$ cat src/hdl/assert_macros.svh
// assertion macros shared by the rice block decoder modules
// expects clk and arst_n in the scope of the module that uses them
`ifndef ASSERT_MACROS_SVH
`define ASSERT_MACROS_SVH

// implication or plain property, checked on every rising edge out of reset
`define RBD_ASSERT(label, prop, msg) \
	label: assert property (@(posedge clk) disable iff (!arst_n) prop) else $error(msg);

// condition that must never hold
`define RBD_ASSERT_NEVER(label, expr, msg) \
	label: assert property (@(posedge clk) disable iff (!arst_n) !(expr)) else $error(msg);

`endif

$ cat src/hdl/rbd_pkg.sv
// rbd_pkg: constants and controller/datapath interface types for the rice block decoder
// no dependencies
package rbd_pkg;

	localparam int WORD_BITS = 32;
	localparam int POS_W = $clog2(WORD_BITS);
	localparam int K_W = 5;
	localparam int FBT_W = K_W + 1;
	localparam int COUNT_W = 16;
	localparam logic [COUNT_W-1:0] VALUE_COUNT_RESET = 16'd128;

	// commands from the controller
	typedef struct packed {
		logic accept;
		logic step;
		logic flush;
	} cmd_t;

	// status from the datapath
	typedef struct packed {
		logic phase;
		logic complete;
		logic blk_end;
		logic last_bit;
		logic pend_valid;
		logic out_free;
	} status_t;

endpackage

$ cat src/hdl/rbd_ctrl.sv
// rbd_ctrl: state machine sequencing word accept, the bit walk and the final flush
// depends on rbd_pkg and assert_macros.svh
`include "assert_macros.svh"

module rbd_ctrl (
	input  logic            clk,
	input  logic            arst_n,
	input  logic            stream_valid,
	output logic            stream_stall,
	input  rbd_pkg::status_t status,
	output rbd_pkg::cmd_t    cmd
);
	import rbd_pkg::*;

	localparam logic [1:0] ST_IDLE  = 2'd0;
	localparam logic [1:0] ST_WALK  = 2'd1;
	localparam logic [1:0] ST_FLUSH = 2'd2;

	logic [1:0] state_q;
	logic [1:0] state_d;
	logic       step_ok;

	// a finished value cannot move on while the older one still waits for the output
	assign step_ok = !(status.complete && status.pend_valid && !status.out_free);

	assign stream_stall = (state_q != ST_IDLE);

	always_comb begin
		cmd     = '0;
		state_d = state_q;
		case (state_q)
			ST_IDLE: begin
				cmd.accept = stream_valid;
				if (stream_valid && status.phase) begin
					state_d = ST_WALK;
				end
			end
			ST_WALK: begin
				cmd.step = step_ok;
				if (step_ok && ((status.complete && status.blk_end) || status.last_bit)) begin
					state_d = ST_FLUSH;
				end
			end
			ST_FLUSH: begin
				cmd.flush = 1'b1;
				if (!status.pend_valid || status.out_free) begin
					state_d = ST_IDLE;
				end
			end
			default: begin
				state_d = ST_IDLE;
			end
		endcase
	end

	always_ff @(posedge clk or negedge arst_n) begin
		if (!arst_n) begin
			state_q <= ST_IDLE;
		end else begin
			state_q <= state_d;
		end
	end

	`RBD_ASSERT(a_step_has_room, cmd.step |-> (!status.complete || !status.pend_valid || status.out_free), "walk stepped with no room for a finished word")
	`RBD_ASSERT(a_flush_leaves, (state_q == ST_FLUSH && !status.pend_valid) |=> (state_q == ST_IDLE), "flush did not return to idle")
	`RBD_ASSERT(a_last_bit_flush, (cmd.step && status.last_bit) |=> (state_q == ST_FLUSH), "walk ran past the end of the word")

endmodule

$ cat src/hdl/rbd_datapath.sv
// rbd_datapath: bit walker, value accumulator, pending value and output register
// depends on rbd_pkg and assert_macros.svh
`include "assert_macros.svh"

module rbd_datapath (
	input  logic                        clk,
	input  logic                        arst_n,
	input  rbd_pkg::cmd_t               cmd,
	output rbd_pkg::status_t            status,
	input  logic [rbd_pkg::WORD_BITS-1:0] stream_word,
	input  logic                        cfg_valid,
	input  logic [rbd_pkg::COUNT_W-1:0] cfg_data,
	output logic                        value_valid,
	input  logic                        value_stall,
	output logic [rbd_pkg::WORD_BITS-1:0] value,
	output logic                        block_end,
	output logic                        last
);
	import rbd_pkg::*;

	logic                 phase_q;
	logic [K_W-1:0]       k_q;
	logic [FBT_W-1:0]     fbt_q;
	logic                 unary_q;
	logic [WORD_BITS-1:0] accum_q;
	logic [COUNT_W-1:0]   done_q;
	logic [COUNT_W-1:0]   count_q;
	logic [WORD_BITS-1:0] word_q;
	logic [POS_W-1:0]     pos_q;
	logic                 pend_valid_q;
	logic [WORD_BITS-1:0] pend_value_q;
	logic                 pend_end_q;
	logic                 value_valid_q;
	logic [WORD_BITS-1:0] value_q;
	logic                 block_end_q;
	logic                 last_q;

	logic                 raw;
	logic                 bit_in;
	logic                 complete;
	logic [COUNT_W-1:0]   done_next;
	logic                 blk_end;
	logic                 out_free;
	logic                 push_mid;
	logic                 push_flush;

	assign bit_in    = word_q[0];
	assign raw       = !unary_q && (fbt_q < {1'b0, k_q});
	assign complete  = !raw && !bit_in;
	assign done_next = done_q + COUNT_W'(1);
	assign blk_end   = (done_next == count_q);
	assign out_free  = !value_valid_q || !value_stall;
	assign push_mid  = cmd.step && complete && pend_valid_q;
	assign push_flush = cmd.flush && pend_valid_q && out_free;

	assign status.phase      = phase_q;
	assign status.complete   = complete;
	assign status.blk_end    = blk_end;
	assign status.last_bit   = (pos_q == POS_W'(WORD_BITS - 1));
	assign status.pend_valid = pend_valid_q;
	assign status.out_free   = out_free;

	assign value_valid = value_valid_q;
	assign value       = value_q;
	assign block_end   = block_end_q;
	assign last        = last_q;

	// block length register; writes must arrive only while idle, the block itself does not enforce this
	always_ff @(posedge clk or negedge arst_n) begin
		if (!arst_n) begin
			count_q <= VALUE_COUNT_RESET;
		end else if (cfg_valid) begin
			count_q <= cfg_data;
		end
	end

	always_ff @(posedge clk or negedge arst_n) begin
		if (!arst_n) begin
			phase_q      <= 1'b0;
			k_q          <= '0;
			fbt_q        <= '0;
			unary_q      <= 1'b0;
			accum_q      <= '0;
			done_q       <= '0;
			pos_q        <= '0;
			pend_valid_q <= 1'b0;
		end else begin
			if (cmd.accept) begin
				if (!phase_q) begin
					// header word: only the low bits carry k
					k_q     <= stream_word[K_W-1:0];
					phase_q <= 1'b1;
					done_q  <= '0;
					fbt_q   <= '0;
					unary_q <= 1'b0;
					accum_q <= '0;
				end else begin
					pos_q <= '0;
				end
			end
			if (cmd.step) begin
				pos_q <= pos_q + POS_W'(1);
				if (raw) begin
					accum_q[fbt_q[K_W-1:0]] <= bit_in;
					fbt_q <= fbt_q + FBT_W'(1);
				end else if (bit_in) begin
					unary_q <= 1'b1;
					accum_q <= accum_q + (WORD_BITS'(1) << k_q);
				end else begin
					pend_valid_q <= 1'b1;
					fbt_q        <= '0;
					unary_q      <= 1'b0;
					accum_q      <= '0;
					if (blk_end) begin
						phase_q <= 1'b0;
						done_q  <= '0;
					end else begin
						done_q <= done_next;
					end
				end
			end
			if (push_flush) begin
				pend_valid_q <= 1'b0;
			end
		end
	end

	// payload registers
	always_ff @(posedge clk) begin
		if (cmd.accept && phase_q) begin
			word_q <= stream_word;
		end else if (cmd.step) begin
			word_q <= word_q >> 1;
		end
		if (cmd.step && complete) begin
			pend_value_q <= accum_q;
			pend_end_q   <= blk_end;
		end
		if (push_mid || push_flush) begin
			value_q     <= pend_value_q;
			block_end_q <= pend_end_q;
			last_q      <= push_flush;
		end
	end

	always_ff @(posedge clk or negedge arst_n) begin
		if (!arst_n) begin
			value_valid_q <= 1'b0;
		end else if (push_mid || push_flush) begin
			value_valid_q <= 1'b1;
		end else if (out_free) begin
			value_valid_q <= 1'b0;
		end
	end

	`RBD_ASSERT(a_push_room, (push_mid || push_flush) |-> out_free, "output word overwritten while stalled")
	`RBD_ASSERT(a_block_end_header, (cmd.step && complete && blk_end) |=> !phase_q, "block end did not return to header phase")
	`RBD_ASSERT(a_header_phase, (cmd.accept && !phase_q) |=> (phase_q && done_q == '0), "header word did not start a block")

endmodule

$ cat src/hdl/rice_block_decoder.sv
// rice_block_decoder: top level of the rice block decoder
// depends on rbd_pkg, rbd_ctrl and rbd_datapath
//
//  channel   direction  handshake                 payload
//  stream    in         stream_valid/stream_stall stream_word[31:0]
//  value     out        value_valid/value_stall   value[31:0], block_end, last
//  cfg       in         cfg_valid/cfg_ready       cfg_data[15:0] (value_count)
//
// a header word is taken while the controller stays idle; a data word is accepted,
// then walked bit by bit through the walker shift register (32 bits, fewer when the block
// ends inside the word) and the held value is then flushed
// arst_n clears the walker and sets value_count to 128
// value_stall holds the walk when a second finished value finds the output full,
// and holds the flush until the held value has moved out
// cfg_ready is always high
module rice_block_decoder (
	input  logic        clk,
	input  logic        arst_n,
	input  logic        stream_valid,
	output logic        stream_stall,
	input  logic [31:0] stream_word,
	output logic        value_valid,
	input  logic        value_stall,
	output logic [31:0] value,
	output logic        block_end,
	output logic        last,
	input  logic        cfg_valid,
	output logic        cfg_ready,
	input  logic [15:0] cfg_data
);
	import rbd_pkg::*;

	cmd_t    cmd;
	status_t status;

	assign cfg_ready = 1'b1;

	rbd_ctrl u_ctrl (
		.clk          (clk),
		.arst_n       (arst_n),
		.stream_valid (stream_valid),
		.stream_stall (stream_stall),
		.status       (status),
		.cmd          (cmd)
	);

	rbd_datapath u_datapath (
		.clk         (clk),
		.arst_n      (arst_n),
		.cmd         (cmd),
		.status      (status),
		.stream_word (stream_word),
		.cfg_valid   (cfg_valid),
		.cfg_data    (cfg_data),
		.value_valid (value_valid),
		.value_stall (value_stall),
		.value       (value),
		.block_end   (block_end),
		.last        (last)
	);

endmodule

$ cat config.mk
export PLATFORM = sky130hd
export DESIGN_NAME = rice_block_decoder
export DESIGN_NICKNAME = d
export VERILOG_FILES = /design/src/hdl/rbd_pkg.sv /design/src/hdl/rbd_ctrl.sv /design/src/hdl/rbd_datapath.sv /design/src/hdl/rice_block_decoder.sv
export VERILOG_INCLUDE_DIRS = /design/src /design/src/hdl
export SDC_FILE = /design/constraint.sdc
export NUM_CORES = 1
export LEC_CHECK = 0
export BUFFER_PORTS_ARGS = -buffer_cell sky130_fd_sc_hd__buf_2
export CORE_ASPECT_RATIO = 1.5
export CORE_MARGIN = 2
export CORE_UTILIZATION = 54
export CTS_BUF_LIST = sky130_fd_sc_hd__clkbuf_4
export DETAILED_ROUTE_END_ITERATION = 6
export PLACE_DENSITY = 0.73
export SLEW_MARGIN = 5
export SYNTH_ARGS = -nofsm -noshare
export SYNTH_HDL_FRONTEND = slang
export SYNTH_SLANG_ARGS = --single-unit
export TNS_END_PERCENT = 100
$ cat constraint.sdc
create_clock -name clk -period 11.1 [get_ports clk]
set_input_delay 1.11 -clock clk [delete_from_list [all_inputs] [get_ports clk]]
set_output_delay 1.11 -clock clk [all_outputs]
set_load 0.02 [all_outputs]
==> results of run 1 <==
==> cell usage after synthesis (all sizes together), types with 7 or more instances <==
library cell	n
edfxtp	99
nor2b	11
dfrtp	85
nand4	16
clkbuf	45
xor2	22
or3	7
nand2	161
o21ai	91
ha	42
xnor2	23
o211ai	7
buf	12
nor3	23
nand2b	18
and3	13
nor2	87
a21o	29
nand3	31
nor4	9
nor3b	8
a21oi	49
a31oi	16
inv	26
o31ai	9
a32oi	14
mux2	20
==> cells in the final DEF (no fill, tap or decap), types with 8 or more instances in the layout <==
cell / Yosys / layout
a31oi_1: 16 / 16
o21ai_1: 11 / 11
a21oi_1: 48 / 48
nand2_1: 160 / 160
mux2_2: 20 / 20
and3_1: 13 / 13
nand4_1: 13 / 13
nor3_1: 21 / 21
o21ai_0: 80 / 80
a32oi_1: 14 / 14
nor2b_1: 11 / 11
ha_1: 42 / 42
o31ai_1: 8 / 8
a21o_1: 29 / 29
xnor2_1: 23 / 23
inv_1: 26 / 26
nand3_1: 31 / 31
nand2b_1: 18 / 17
nor4_1: 9 / 9
clkbuf_4: 0 / 20
edfxtp_1: 99 / 99
xor2_1: 22 / 22
buf_2: 3 / 87
nor2_1: 87 / 87
dfrtp_1: 85 / 85
==> metrics by stage <==
stage                     instances  hold slack [ns]  utilization, %  setup WS (ns)
after detailed placement       1341            0.405            57.5           7.13
final                          1374            0.302            59.0           7.14
after CTS                      1373            0.258            59.0           7.15
after global routing           1374            0.248            59.0           6.82
after floorplan                1048            0.400               -           7.30
after global placement         1341            0.403            57.5           7.20
==> registers in the layout, summed over array words and instances, names as in the netlist <==
signal and cells:
u_datapath.pend_valid_q 1, u_datapath.word_q 32, u_datapath.pos_q 5, u_datapath.block_end 1, u_datapath.value 32, u_datapath.value_valid 1
u_ctrl.state_q 2, u_datapath.k_q 5, u_datapath.pend_value_q 32, u_datapath.done_q 16, u_datapath.last 1, u_datapath.pend_end_q 1
u_datapath.fbt_q 6, u_datapath.unary_q 1, u_datapath.accum_q 32, u_datapath.count_q 16, u_datapath.phase_q 1
==> worst max-delay path, stage by stage (launching register included) <==
cell and delay (ns):
dfrtp_1 0.83, ha_1 0.35, a21o_1 0.16, a21oi_2 0.19, o21ai_1 0.41, nor3_4 0.24, buf_4 0.49, a21o_1 0.53
buf_4 0.40
==> cell families (layout without fill, tap and decap cells) <==
family                   after synthesis  after routing  synth area share (%)
multiplexers                          22             22                  2.37
flip-flops                           185            185                  49.6
buffers and inverters                 83            152                  3.36
adder cells (fa/ha/maj)               43             43                  5.28
XOR/XNOR                              45             45                  3.82
other                                  1              2                0.0363
AND/OR/NAND/NOR                      402            402                  18.7
AO/OA/AOI/OAI                        267            267                  16.8
==> worst min-delay path by stage <==
stage               cells after the start                         from                    end
floorplan                               0        u_datapath.pend_end_q   u_datapath.block_end
global placement                        0  u_datapath.pend_value_q[19]   u_datapath.value[19]
detailed placement                      0  u_datapath.pend_value_q[21]   u_datapath.value[21]
CTS                                     1                       arst_n  u_datapath.count_q[5]
global route                            1                       arst_n  u_datapath.count_q[5]
finish                                  1                       arst_n  u_datapath.count_q[6]
==> area by class of cell <==
cell class / instances / area, um^2
Clock inverter: 12 / 126
Fill cell: 1744 / 7760
Multi-Input combinational cell: 780 / 4860
Clock buffer: 20 / 150
Inverter: 26 / 97.6
Antenna cell: 1 / 2.50
Tap cell: 256 / 320
Sequential cell: 185 / 5130
Timing Repair Buffer: 94 / 488
==> power groups by stage <==
| stage | clock [W] | sequential [W] | combinational, W |
|---|---|---|---|
| 6_report | 0.000369 | 0.00122 | 0.00108 |
| 2_1_floorplan | 0 | 0.00123 | 0.000746 |
| 4_1_cts | 0.000378 | 0.00122 | 0.00107 |
| 5_1_grt | 0.000405 | 0.00125 | 0.00119 |
| 3_3_place_gp | 0 | 0.00123 | 0.00105 |
| 3_5_place_dp | 0 | 0.00124 | 0.00107 |
==> per-layer routing <==
| metal | vias up | global-route usage, % | routed length [um] |
|---|---|---|---|
| li1 | 3933 | - | - |
| met1 | 3942 | 31.8 | 9910 |
| met2 | 290 | 41.6 | 12800 |
| met3 | 89 | 3.95 | 1220 |
| met4 | 0 | 13.5 | 1330 |
| met5 | - | 0 | 0 |
==> key figures, run 1 <==
Global routing
  – First-pass GRT wire length: 39.6 mm
  – Number of global-route vias before repair: slightly below 8k
  – Total GRT Usage: around 25%
  – Initial antenna violation count: 1
  – Grt ovf: 0
  – Largest net degree at the start of global routing: 80

Synth
  – Fraction of registers with async set/reset: between 40% and 50%
  – Mean Syn Cell Area: roughly 9.9 um^2
  – Ys Warns: 0
  – Syn nets: about 1.1k
  – Syn Std Cell Area: about 10000 um^2
  – Synth area leaders: edfxtp_1 29%, dfrtp_1 21%, nand2_1 5.8%
  – Yosys top cell by area: edfxtp_1
  – Post-synth top area share: 28.8%
  – Post-synthesis register bit count: 185
  – EDFF count, synth: 99
  – Seq/Total Area, Yosys: approximately 50%
  – Top_reg_cell synth: edfxtp_1
  – Gate Count Post-Synth: 1048
  – Library cells used by synthesis: between 70 and 80

Clock network
  – CTS Buffer Depth: 2
  – Clk slew on worst S/H paths: 0.15 ns
  – Sink Count: between 150 and 200
  – Htree depth: 4
  – CTS tree: built
  – Total CTS buffers: 17
  – Clock latency on the worst-skew pair: around 0.60 ns
  – CTS resizes: 0
  – Number of setup buffers added after CTS: 0
  – Root buffer cell: clkbuf_4
  – Post-CTS Hold Buffers: 0

Hold path
  – Worst Hold Class: in -> async

Place
  – GPL Wtd Cong: about 0.94
  – Post-DP HPWL: ~18 mm
  – DP Area: about 11000 um^2
  – Number of port buffers: approximately 90

Route
  – Post-route DRC violation count: 0
  – Routed Wire Length: 25.3 mm
  – Vias post-DR: approximately 8.3k
  – Vias per std cell: between 6 and 7
  – Post-route ant nets: 0
  – DRT iter0 DRCs: approximately 800
  – TritonRoute pass-1 iters: 5
  – Routed length per placed instance: 18.4 um

Power
  – Internal power: between 0.0015 and 0.002 W
  – Worst vdd ir: ~110 uV
  – Sw frac: between 40% and 50%
  – Sequential Power Share: between 40% and 50%
  – Clock share of power: between 10% and 20%
  – Overall power: 0.00267 W
  – Comb pwr share: between 40% and 50%
  – Pwr/cell area: 239 nW/um^2
  – Lkg Pwr: approximately 4.8 nW
  – Sw Pwr: 0.00113 W

Setup path
  – Worst r2r src: u_datapath.fbt_q[2]
  – Crit Path Max Fanout: 41
  – Worst reg-to-reg setup slack: around 7.1 ns
  – FF-to-FF End: u_datapath.value[7]
  – FF-to-FF path depth: 8
  – Arr. time, crit path: 4.23 ns
  – CP endpoint kind: flip-flop
  – Crit path kind: reg -> reg
  – Crit path launch: u_datapath.fbt_q[2]
  – Worst Path Required: 11.37 ns
  – Startpoint Class: flip-flop
  – Worst Setup EP: u_datapath.value[7]

STA
  – Fin. Hold Viols: 0
  – Final min period: between 3 and 4 ns
  – Max-slew violations: 0
  – Slew Limit Headroom: approximately a fifth
  – Setup TNS: 0 ns
  – Clk_skew: around 0.027 ns
  – Achievable Freq: roughly 250 MHz
  – RSZ-0062 raised after global routing: false
  – Final worst path period share: between 30% and 40%
  – Setup Viol. Count Final: 0
  – Slew @ Worst Pin: between 1 and 1.5 ns

Die
  – # rows: 62
  – Die Y: between 150 and 200 um
  – Core footprint: approximately 19000 um^2
  – Ports: 90
  – Die width: approximately 120 um
  – Die ar.: about 20000 um^2
  – Initial core utilization: between 50 and 60%

Run
  – Max-cap viol count: 0

Outcome
  – Status: finished clean

Finish
  – Final Cell Area: between 10000 and 15000 um^2
  – Area delta synth->final: 8.14%
  – Share of layout cells above drive strength 1: ~15%
  – Final Net Count: 1200
Power figures use the tool's default switching activity.
==> run 2, diff against run 1 <==
Settings changed: ABC_AREA from default to 1.
Clock period 11.1 ns to 3.8 ns, I/O delays scaled along.
==> key figures, run 2 <==
Finish
  – Share of layout cells above drive strength 1: between 10% and 20%
  – Post-Layout Cell Count: 1689
  – Most common cell after layout, fill and taps aside: nand2_1
  – Fill cells: between 1.5k and 2k
  – Commonest cells after routing, fill and taps aside: 282 x nand2_1, 158 x nor2_1, 112 x inv_1
  – Final Cell Area: 12200 um^2
  – Area delta synth->final: 10.7%
  – Final Net Count: roughly 1.5k

Setup path
  – Worst reg-to-reg setup slack: between 0.3 and 0.4 ns
  – CP endpoint kind: flip-flop
  – FF-to-FF End: u_datapath.accum_q[31]
  – FF-to-FF path depth: 16
  – Arr. time, crit path: approximately 4.0 ns
  – Startpoint Class: flip-flop
  – Worst Path Required: 4.28 ns
  – Crit Path Max Fanout: 10
  – Crit path kind: reg -> reg
  – Worst r2r src: u_datapath.k_q[2]

Synth
  – Synth area leaders: edfxtp_1 27%, dfrtp_1 19%, nand2_1 9.6%
  – Top_reg_cell synth: edfxtp_1
  – Library cells used by synthesis: 54
  – Mean Syn Cell Area: approximately 8.4 um^2
  – Yosys top cell by area: edfxtp_1
  – Post-synthesis register bit count: between 150 and 200
  – Count leader, synth: nand2_1
  – Syn Std Cell Area: 11000 um^2
  – Syn nets: ~1.4k
  – EDFF count, synth: 99
  – Fraction of registers with async set/reset: 46.5%
  – Gate Count Post-Synth: ~1.3k
  – Post-synth top area share: 27.0%
  – Ys Warns: 0
  – Seq/Total Area, Yosys: a little under half
  – Top cells by count, synth: 282 x nand2_1, 158 x nor2_1, 112 x inv_1, 99 x edfxtp_1, 97 x nand3_1

Place
  – DP Area: 11700 um^2
  – Number of port buffers: a little under 90
  – GPL Wtd Cong: just over 1
  – Post-DP HPWL: 23.9 mm
  – Inst Count DP: about 1.6k

Clock network
  – Total CTS buffers: 17
  – Sink Count: ~190
  – Root buffer cell: clkbuf_4
  – CTS resizes: 0
  – Clock latency on the worst-skew pair: ~0.6 ns
  – CTS tree: built
  – CTS Buffer Depth: 2
  – Htree depth: 4
  – Clk slew on worst S/H paths: around 0.18 ns

STA
  – RSZ-0062 raised after global routing: false
  – Setup TNS: 0 ns
  – Slew @ Worst Pin: 1.04 ns
  – Achievable Freq: ~290 MHz
  – WHS: just under 0.04 ns
  – Clk_skew: around 0.032 ns
  – Max-slew violations: 0
  – Final min period: approximately 3.5 ns
  – Setup Viol. Count Final: 0
  – Slew Limit Headroom: between 30% and 40%
  – Fin. Hold Viols: 0
  – Final worst path period share: a little over 90%

Hold path
  – Worst Hold End: u_datapath.count_q[13]
  – WHS Path Cells: 3
  – Hold_sp: cfg_data[13]
  – Worst Hold Class: in -> reg

Global routing
  – Grt ovf: 0
  – Number of global-route vias before repair: ~9.4k
  – Total GRT Usage: between 20% and 30%
  – Largest net degree at the start of global routing: 76
  – Initial antenna violation count: 1
  – First-pass GRT wire length: 48.3 mm

Route
  – Vias per std cell: around 5.6
  – Post-route ant nets: 0
  – Vias post-DR: around 9.5k
  – DRT iter0 DRCs: about 640
  – Post-route DRC violation count: 0
  – Routed Wire Length: between 30 and 40 mm
  – Routed length per placed instance: around 18 um
  – TritonRoute pass-1 iters: 6

Power
  – Pwr/cell area: between 600 and 700 nW/um^2
  – Sw Pwr: roughly 0.0035 W
  – Comb pwr share: between 40 and 50%
  – Internal power: between 0.004 and 0.005 W
  – Sequential Power Share: 43.4%
  – Clock share of power: 13.3%
  – Lkg Pwr: 5.42 nW
  – Worst vdd ir: approximately 350 uV
  – Sw frac: between 40% and 50%

Die
  – Die Y: 179 um
  – # rows: 64
  – Core footprint: 20200 um^2
  – Initial core utilization: 54.6%
  – Die ar.: approximately 22000 um^2
  – Ports: 90
  – Die width: around 120 um

Outcome
  – Status: finished clean

Run
  – Max-cap viol count: 0
-- run 2: cell count changes after synthesis, sizes merged, moves of 13 or more --
cell	delta
a21o	-26
a21oi	+34
a32oi	-14
and3	-13
clkbuf	-22
inv	+92
nand2	+145
nand2b	-18
nand3	+71
nand4	+13
nor2	+84
xnor2	-17
-- run 2: worst max-delay path, cell delays in order (launching register included) --
cell and delay (ns):
dfrtp_1 0.52, clkinv_1 0.31, nor3_1 0.45, nand2_1 0.13, nor2_1 0.16, ha_1 0.21
nand2_1 0.13, nor2_1 0.19, inv_1 0.05, o21ai_0 0.44, nand2_1 0.14, nand2_1 0.18
nand3_1 0.18, nand2_1 0.11, nand2_1 0.05, nand4_1 0.07, nand2_1 0.05
-- run 2: power groups by stage --
stage	registers [W]	logic [W]	clock network (W)
floorplan	0.00349	0.00241	0
global placement	0.00351	0.00339	0
detailed placement	0.00353	0.00343	0
CTS	0.00348	0.00346	0.00110
global route	0.00356	0.00387	0.00116
finish	0.00349	0.00348	0.00107
-- run 2: area by class of cell --
type                    count  area (um^2)  share of cell area (%)
multi-input cells         961         5240                    42.9
flip-flops and latches    185         5130                    42.0
repair buffers            122          753                    6.17
inverters                 124          467                    3.83
well taps                 264          330                    2.71
clock inverters            15          159                    1.30
clock buffers              17          128                    1.05
diodes                      1         2.50                  0.0205
-- run 2: per-stage QoR --
| step | worst slack, ns | util, % | power [W] |
|---|---|---|---|
| final | 0.324 | 60.5 | 0.00804 |
| after global routing | 0.0171 | 60.5 | 0.00859 |
| after CTS | 0.441 | 60.4 | 0.00804 |
| after detailed placement | 0.494 | 58.2 | 0.00697 |
| after global placement | 0.592 | 58.2 | 0.00690 |
| after floorplan | 0.159 | - | 0.00590 |
-- run 2: worst max-delay path by stage --
stage                            from                endpoint  slack [ns]  cells after the start
finish              u_datapath.k_q[2]  u_datapath.accum_q[31]        0.32                     16
global route        u_datapath.k_q[1]  u_datapath.accum_q[31]        0.02                     16
CTS                 u_datapath.k_q[1]  u_datapath.accum_q[31]        0.44                     16
detailed placement  u_datapath.k_q[1]  u_datapath.accum_q[31]        0.49                     16
global placement    u_datapath.k_q[3]  u_datapath.accum_q[28]        0.59                     18
floorplan           u_datapath.k_q[4]    u_datapath.block_end        0.16                     14
-- run 2: cells by family (layout without fill, tap and decap cells) --
kind of cell / after synthesis / count (layout) / synth area share, %
AOI/OAI and AO/OA: 224 / 224 / 11.5
xor gates and xnor gates: 17 / 17 / 1.35
adders and majority gates: 43 / 43 / 4.95
buffers and inverters: 167 / 278 / 6.12
DFF: 185 / 185 / 46.5
muxes: 32 / 32 / 3.27
other: 1 / 2 / 0.0340
and+or+nand+nor: 644 / 644 / 26.3
-- run 2: metal layers --
| layer | global-route usage [%] | share of wire, % | vias to the layer above |
|---|---|---|---|
| li1 | - | - | 4656 |
| met4 | 17.7 | 6.1 | 0 |
| met2 | 54.8 | 53 | 350 |
| met5 | 0 | 0 | - |
| met3 | 3.50 | 3.7 | 103 |
| met1 | 31.9 | 37 | 4405 |
-- run 2: timing repair --
action,in CTS,in global routing
hold buffers,17,0
buffers inserted,0,0
endpoints found under the hold margin,89,0
